## src/rtl/vbd_pkg.sv

```systemverilog
// ----------------------------------------------------------------------------
// vbd_pkg
// Shared types and constants of the 2x2x2 volume box downsampler.
// ----------------------------------------------------------------------------
package vbd_pkg;

    // Register map, one 32-bit word per register at byte address 4*index.
    typedef enum logic [1:0] {
        REG_IMAGE_WIDTH  = 2'd0,
        REG_IMAGE_HEIGHT = 2'd1,
        REG_IMAGE_DEPTH  = 2'd2
    } cfg_reg_t;

    localparam int unsigned CFG_ADDR_BITS = 4;
    localparam int unsigned CFG_DATA_BITS = 32;

    localparam int unsigned WIDTH_BITS  = 10;
    localparam int unsigned HEIGHT_BITS = 10;
    localparam int unsigned DEPTH_BITS  = 16;

    localparam logic [WIDTH_BITS-1:0]  WIDTH_RESET  = 10'd512;
    localparam logic [HEIGHT_BITS-1:0] HEIGHT_RESET = 10'd512;
    localparam logic [DEPTH_BITS-1:0]  DEPTH_RESET  = 16'd512;

    localparam int unsigned IN_BITS   = 16;
    localparam int unsigned PAIR_BITS = 17;
    localparam int unsigned QUAD_BITS = 18;
    localparam int unsigned CUBE_BITS = 19;

    // Dimensions after clamping to their legal ranges.
    typedef struct packed {
        logic [WIDTH_BITS-1:0]  width;
        logic [HEIGHT_BITS-1:0] height;
        logic [DEPTH_BITS-1:0]  depth;
    } dims_t;

    // Position flags of a voxel held in the working stage.
    typedef struct packed {
        logic in_grid;
        logic x_odd;
        logic y_odd;
        logic z_odd;
        logic last;
    } pos_flags_t;

endpackage

```

## src/rtl/vbd_cfg_regs.sv

```systemverilog
// ----------------------------------------------------------------------------
// vbd_cfg_regs
// Configuration registers with an APB-style port; gives the clamped sizes.
// ----------------------------------------------------------------------------
module vbd_cfg_regs
    import vbd_pkg::*;
#(
    parameter int MAX_WIDTH  = 512,
    parameter int MAX_HEIGHT = 512
)
(
    input  logic                     clk,
    input  logic                     rst_n,
    input  logic                     psel,
    input  logic                     penable,
    input  logic                     pwrite,
    input  logic [CFG_ADDR_BITS-1:0] paddr,
    input  logic [CFG_DATA_BITS-1:0] pwdata,
    output logic [CFG_DATA_BITS-1:0] prdata,
    output logic                     pready,
    output dims_t                    dims
);

    // A 10-bit register never exceeds 1023, so the cap only matters below that.
    localparam int WIDTH_CAP  = (MAX_WIDTH > 1023) ? 1023 : MAX_WIDTH;
    localparam int HEIGHT_CAP = (MAX_HEIGHT > 1023) ? 1023 : MAX_HEIGHT;

    logic [WIDTH_BITS-1:0]  width_reg;
    logic [HEIGHT_BITS-1:0] height_reg;
    logic [DEPTH_BITS-1:0]  depth_reg;
    logic                   wr_en;
    cfg_reg_t               reg_sel;

    assign pready  = 1'b1;
    assign wr_en   = psel && penable && pwrite && pready;
    assign reg_sel = cfg_reg_t'(paddr[3:2]);

    always_ff @(posedge clk or negedge rst_n)
    begin
        if (!rst_n)
        begin
            width_reg  <= WIDTH_RESET;
            height_reg <= HEIGHT_RESET;
            depth_reg  <= DEPTH_RESET;
        end
        else if (wr_en)
        begin
            unique case (reg_sel)
                REG_IMAGE_WIDTH:  width_reg  <= pwdata[WIDTH_BITS-1:0];
                REG_IMAGE_HEIGHT: height_reg <= pwdata[HEIGHT_BITS-1:0];
                REG_IMAGE_DEPTH:  depth_reg  <= pwdata[DEPTH_BITS-1:0];
                default:
                begin
                end
            endcase
        end
    end

    always_comb
    begin
        unique case (reg_sel)
            REG_IMAGE_WIDTH:  prdata = CFG_DATA_BITS'(width_reg);
            REG_IMAGE_HEIGHT: prdata = CFG_DATA_BITS'(height_reg);
            REG_IMAGE_DEPTH:  prdata = CFG_DATA_BITS'(depth_reg);
            default:          prdata = '0;
        endcase
    end

    always_comb
    begin
        if (width_reg < 10'd2)
            dims.width = 10'd2;
        else if (width_reg > WIDTH_BITS'(WIDTH_CAP))
            dims.width = WIDTH_BITS'(WIDTH_CAP);
        else
            dims.width = width_reg;

        if (height_reg < 10'd2)
            dims.height = 10'd2;
        else if (height_reg > HEIGHT_BITS'(HEIGHT_CAP))
            dims.height = HEIGHT_BITS'(HEIGHT_CAP);
        else
            dims.height = height_reg;

        dims.depth = (depth_reg < 16'd2) ? 16'd2 : depth_reg;
    end

endmodule

```

## config.mk

```make
export PLATFORM = sky130hd
export DESIGN_NAME = vbd_cfg_regs
export DESIGN_NICKNAME = d
export VERILOG_FILES = /design/src/rtl/vbd_pkg.sv /design/src/rtl/vbd_cfg_regs.sv
export SDC_FILE = /design/constraint.sdc
export NUM_CORES = 1
export LEC_CHECK = 0
export BUFFER_PORTS_ARGS = -buffer_cell sky130_fd_sc_hd__buf_4
export CORE_ASPECT_RATIO = 0.9
export CORE_MARGIN = 10
export CORE_UTILIZATION = 30
export DETAILED_ROUTE_END_ITERATION = 10
export GPL_ROUTABILITY_DRIVEN = 0
export PLACE_DENSITY = 0.66
export SLEW_MARGIN = 20
export SYNTH_ARGS = -nofsm -noshare
export SYNTH_HDL_FRONTEND = slang
export SYNTH_SLANG_ARGS = --single-unit
```

## constraint.sdc

```tcl
create_clock -name clk -period 1 [get_ports clk]
set_input_delay 0.05 -clock clk [delete_from_list [all_inputs] [get_ports clk]]
set_output_delay 0.05 -clock clk [all_outputs]
set_load 0.02 [all_outputs]
```

# After elaboration in Yosys (flattened, before gate mapping)
# Cells that the tools add are included.
op_classes:
  add_sub_neg: 0
  n_mul: 0
  div_mod_pow: 0
  n_lt_le_gt_ge: 5
  n_eq_ne: 2
  shifts: 0
  muxes: 6
  bitwise: 0
  reduce_logical: 6
ops:
  columns: ["cell", "n"]
  rows:
  - ["one-hot mux 16 bit (3 select lines)", 1]
  - ["2-to-1 mux 10 bit", 4]
  - ["greater-than comparator 10 bit (second input constant)", 2]
  - ["< comparator 10 x 2 -> 1 bit (second input constant)", 2]
  - ["< comparator 16 x 2 -> 1 bit (second input constant)", 1]
  - ["2-to-1 mux 16 bit", 1]
  - ["AND reduction 2 bit", 3]
  - ["equality test 2 x 1 -> 1 bit (second input constant)", 1]
  - ["equality test 2 bit (second input constant)", 1]
  - ["logical AND 1 bit", 2]
  - ["logical NOT 2 bit", 1]
word_totals:
  register_bits: 36
  latch_bits: 0
  ram_bits: 0
  rom_bits: 0
  elab_cells: 22
  mem_count: 0

# Depth between registers and ports, before layout
# Gate-level depths: netlist of run 1.
depth:
  ltp_word: 3
  mapped_depth: 5
  depth_no_buf: 3

# Least setup slack after synthesis of run 1
# Ideal clock, no wire load.
synth_timing:
  path_type: "reg2out"
  start: "register height_reg[9]"
  end: "output port dims[16] (netlist name)"
  arrival_time_ps: 1159
  setup_slack_ps: -209
  stages_incl_launch_ff: 3
  path_buffers: 1
  path_cell_list: "dfstp_2 clkbuf_1 a311oi_1"
synth_rtl:
  columns: ["item", "line", "source"]
  rows:
  - ["start: declaration", "vbd_cfg_regs.sv:29", "logic [HEIGHT_BITS-1:0] height_reg;"]
  - ["start signal: assignment", "vbd_cfg_regs.sv:50", "REG_IMAGE_HEIGHT: height_reg <= pwdata[HEIGHT_BITS-1:0];"]
  - ["end: declaration", "vbd_cfg_regs.sv:21", "output dims_t dims"]

==> flow_summary.ini, run 1 <==
[floorplan]
die_x_um = 108
rows = 28
dieHeight_um = 98.9
io_pins = 110
die_area_um2 = 10600
core_area_um2 = 6660
start_util_pct = 31.2

[global_route]
antenna_found_initial = 0
grt_pass1_wl_mm = 10.8
grt_util_all_layers_pct = 12.8
grt_pass1_vias = 2030
grt_max_degree = 37
grt-ovfl-total = 0

[drt]
drt-met1-wl_mm = 2.79
drc = 0
num_vias = 1754
wire_per_inst_um = 17.0
wl_met2_mm = 3.40
routed_via_density = 4.40
dr_wl_met3_um = 554
drt-total-wl_mm = 6.79
drtPass1Iterations = 4
first_iter_violations = 66
top_layer = met4
ant_nets = 0

[cts]
clock_path_buffers = 2
cts_root_buffer = clkbuf_8
clk_latency_ns = 0.28
cts_max_level = 2
cts_sinks = 36
cts_tree = yes
path_clk_slew_ns = 0.07
cts_buffers = 5

[synth]
synthCells = 191
seq_area_frac_synth_pct = 43.6
synth.avg_cell_area_um2 = 10.9
synthDistinctLibCells = 26
yosysWarnings = 0
synth_seq_cells = 36
syn_area_um2 = 2070

[placement]
dp.cells = 379
hpwl_mm = 5.25
pre_cts_ws_ns = -0.307
portBuffers = 74

[cells_and_area]
ff_latch_area_um2 = 905
drive_gt1_share_pct = 66.7
fillers = 573
diodes = 0
multiInputGateArea_um2 = 1210
area_growth_pct = 76.6
nNetsFinal = 349
largest_register_ffs = 16
instances_no_fill = 399

[status]
outcome = finished with violations
violations = setup timing

[pwr]
leakage_uw = 0.00178
peakVddDrop_mv = 0.735
powerDensity_nw_per_um2 = 1990

[timing]
setup_violations = 43
hold_violations = 0
period_share_pct = 161
setup_slack_ns = -0.615
max_clock_freq_ghz = 0.619
finClkSkew_ns = 0
period_needed_ns = 1.61
grt_setup_unrepaired = yes
finalMaxSlewViolations = 0

[worst_setup_path]
critPathArrivalTime_ns = 1.56
crit_fanout = 2
worst_setup_path_start_kind = flop
cp.required_ns = 0.95
endpoint_kind = output port
critical_path_class = reg2out

[hold_path]
min_path_type = in2reg

[flow_run]
maxCapViolations = 0
[cell families after synthesis]
group	Yosys count	synth area share (%)
flops	36	43.6
compound gates	14	3.74
other cells	2	0.362
buf+inv	45	11.9
mux	46	26.2
simple gates	48	14.2
[through the flow]
stage	setup TNS (ns)	instance area [um^2]	power, uW	util [%]	hold slack [ns]
2_1_floorplan	-3.00	2240	3800	-	-0.246
3_3_place_gp	-6.90	3080	5300	46.2	0.0340
3_5_place_dp	-7.78	3080	5340	46.2	0.0451
4_1_cts	-10.56	3550	7100	53.3	0.00828
5_1_grt	-13.00	3660	7690	55.0	0.00711
6_report	-10.69	3660	7290	55.0	0.0160
[synth_stat cells]
master	n	share of area [%]
dfstp_2	3	3.8
nand2b_1	1	0.30
nor2b_1	15	4.5
o21ai_0	10	2.4
nand2_1	10	1.8
clkbuf_1	20	3.6
dfrtp_1	33	40
buf_4	18	6.5
nor3_1	3	0.72
nor3_4	1	0.78
nor2_1	2	0.36
nand4_1	1	0.30
nor4_1	5	1.5
conb_1	2	0.36
a21oi_1	2	0.48
buf_2	2	0.48
inv_1	4	0.72
mux2_2	26	14
nor3b_4	1	0.90
or3b_1	1	0.42
mux2_4	10	7.2
nand3_2	1	0.48
and2_1	7	2.1
a311oi_1	2	0.84
mux2i_1	10	4.8
buf_6	1	0.54
[power by group]
group	switching, uW	internal [uW]	total [uW]
clock	523	629	1150
combinational	1700	2260	3960
sequential	365	1820	2180
[worst paths after layout]
path,startpoint,end,slack [ns],depth (start not counted)
max in group asynchronous,rst_n,depth_reg[9],0.39,2
max,depth_reg[5],dims[0],-0.61,4
min,pwdata[5],width_reg[5],0.02,2
max reg2reg,depth_reg[5],depth_reg[5],-0.05,3
min reg2reg,height_reg[0],height_reg[0],0.55,1
min in group asynchronous,rst_n,width_reg[8],0.26,2
[timing repair]
item	CTS	global route
hold buffers	7	0
pin swaps	7	7
endpoints found under the hold margin	39	0
endpoints found under the setup margin	52	53
gates resized for setup	74	25
setup buffers	6	11
[per-layer routing]
| layer | global-route usage [%] | vias to the layer above |
|---|---|---|
| li1 | - | 837 |
| met1 | 15.0 | 852 |
| met2 | 21.6 | 60 |
| met3 | 4.88 | 5 |
| met4 | 2.46 | 0 |
| met5 | 0 | - |
[layout make-up]
cell class	count	area share, %
Clock buffer	8	2.73
Inverter	4	0.410
Multi-Input combinational cell	125	32.9
Sequential cell	36	24.7
Tap cell	90	3.07
Timing Repair Buffer	136	36.2
[cell usage in the layout (no fill, tap or decap), drive strengths merged]
master and count:
dfrtp 33, a311oi 2, and2 7, nand4 1, buf 129, nor3 4
nand2 10, conb 17, nor2 2, nor4 5, nand2b 1, inv 4
or3b 1, nor2b 15, mux2 36, dlygate4sd3 7, o21ai 10, clkbuf 8
nand3 1, mux2i 10, a21oi 2, nor3b 1, dfstp 3
[worst max-delay path, stage by stage (launching register included)]
cell and delay (ns):
dfrtp_1 0.41, nor4_4 0.32, nand4_1 0.21, and2_4 0.21, buf_6 0.12
Power figures use the tool's default switching activity.
==> run 2, diff against run 1 <==
--- a/config.mk
+++ b/config.mk
@@ -11,7 +11,7 @@
 export CORE_UTILIZATION = 30
 export DETAILED_ROUTE_END_ITERATION = 10
 export GPL_ROUTABILITY_DRIVEN = 0
-export PLACE_DENSITY = 0.66
+export PLACE_DENSITY = 0.64
 export SLEW_MARGIN = 20
 export SYNTH_ARGS = -nofsm -noshare
 export SYNTH_HDL_FRONTEND = slang
==> run 2 against run 1 <==
Compared with the run above: the run still ends with setup timing left; cell count is 0.50% higher; total power is 3.0% lower; setup slack better by 0.084 ns; combinational power barely moved; register-to-register slack improved by 0.02 ns; critical path type unchanged.
==> flow_summary.ini, run 2 (synthesis results as in run 1) <==
[cts]
cts_sinks = 36
clock_path_buffers = 2
path_clk_slew_ns = 0.07
cts_buffers = 5
clk_latency_ns = 0.28
cts_tree = yes
cts_root_buffer = clkbuf_8
cts_max_level = 2

[status]
outcome = finished with violations
violations = setup timing

[cells_and_area]
fillers = 586
nNetsFinal = 351
fin_util_pct = 54.4
drive_gt1_share_pct = 66.9
final_common_cell = buf_6
layout_common_cells = buf_6, buf_4, dfrtp_1
area_growth_pct = 74.5
instances_no_fill = 401
largest_register_ffs = 16
diodes = 0

[drt]
num_vias = 1773
drtPass1Iterations = 4
drc = 0
routed_via_density = 4.42
wire_per_inst_um = 16.7
first_iter_violations = 45
ant_nets = 0
drt-total-wl_mm = 6.68

[timing]
hold_violations = 0
period_needed_ns = 1.53
setup_tns_ns = -9.86
max_clock_freq_ghz = 0.653
setup_violations = 43
setup_slack_ns = -0.531
finalMaxSlewViolations = 0
period_share_pct = 153
grt_setup_unrepaired = yes
finClkSkew_ns = 0

[pwr]
powerDensity_nw_per_um2 = 1950
leakage_uw = 0.00178
peakVddDrop_mv = 0.828

[global_route]
grt_use_met1_pct = 15.0
antenna_found_initial = 0
met3_usage_pct = 5.01
grt_pass1_wl_mm = 10.5
grt_max_degree = 37
grt_most_used_layer = met2
grt_pass1_vias = 1949
met2_usage_pct = 20.2
grt_util_all_layers_pct = 12.4
grt-ovfl-total = 0

[worst_setup_path]
worst_setup_path_start_kind = flop
crit_fanout = 2
endpoint_kind = output port
cp_cell_sequence = nor4_2, nand4_1, and2_4, buf_6
critical_path_class = reg2out
crit_slowest_cell = dfrtp_1
critPathArrivalTime_ns = 1.48
slowest_delay_ns = 0.39
cp.required_ns = 0.95

[floorplan]
core_area_um2 = 6660
die_area_um2 = 10600
start_util_pct = 31.2
io_pins = 110
rows = 28
die_x_um = 108
dieHeight_um = 98.9

[placement]
dp.cells = 381
pre_cts_ws_ns = -0.321
hpwl_mm = 5.20
portBuffers = 74

[flow_run]
maxCapViolations = 0

[hold_path]
min_path_type = in2reg
[run 2: changes by cell type in the layout (fill, tap and decap cells not counted), moves of 2 or more]
cell,change
clkbuf_8,-2
buf_6,+7
nor4_4,-2
buf_12,-2
nor3_2,-2
nor3_1,+2
dlygate4sd3_1,-3
nor4_2,+3
[run 2: layer usage]
metal / vias to the layer above / part of all wire [%]
met4: 0 / 0.70
met3: 4 / 7.8
met1: 883 / 43
met5: - / 0
met2: 52 / 49
li1: 834 / -
[run 2: final cells by class]
type | count | area, um^2 | area share [%]
clock buffers | 7 | 76.3 | 2.11
repair buffers | 138 | 1330 | 36.6
multi-input cells | 125 | 1180 | 32.6
flip-flops and latches | 36 | 905 | 25.0
well taps | 90 | 113 | 3.11
inverters | 4 | 15.0 | 0.415
clock inverters | 1 | 5.00 | 0.138
[run 2: critical path: cells and delay by family, from the launching register on]
kind	cells	cell delay (ns)
AND/OR/NAND/NOR	3	0.69
buffers and inverters	1	0.12
flip-flops	1	0.39
[run 2: path summary, 6_finish.rpt]
check                                  start  slack, ns            end  cells after the start
worst max-delay path            depth_reg[5]      -0.53        dims[0]                      4
worst min-delay path              pwdata[10]      0.008  depth_reg[10]                      2
worst max register to register  width_reg[9]      -0.03   width_reg[9]                      3
worst min register to register  depth_reg[0]       0.56   depth_reg[0]                      1
max in group asynchronous              rst_n       0.38   width_reg[9]                      2
min in group asynchronous              rst_n       0.27  depth_reg[13]                      2
[run 2: metrics by stage]
step	area [um^2]	hold slack, ns	total power, uW
after global routing	3620	0.00165	7480
after CTS	3480	0.00640	6850
after global placement	3080	0.0349	5290
after floorplan	2240	-0.246	3800
final	3620	0.00842	7070
after detailed placement	3080	0.0393	5330
[run 2: power breakdown]
part / internal [uW] / total (uW) / switching, uW
logic: 2260 / 3950 / 1690
clock network: 488 / 975 / 486
registers: 1820 / 2150 / 328
[run 2: what timing repair did]
| item | CTS | global route |
|---|---|---|
| hold endpoints to repair | 36 | 0 |
| endpoints found under the setup margin | 52 | 55 |
| gates resized for setup | 61 | 41 |
| hold buffers | 4 | 0 |
| gates cloned | 0 | 0 |
| pin swaps | 9 | 8 |
| setup buffers | 13 | 10 |
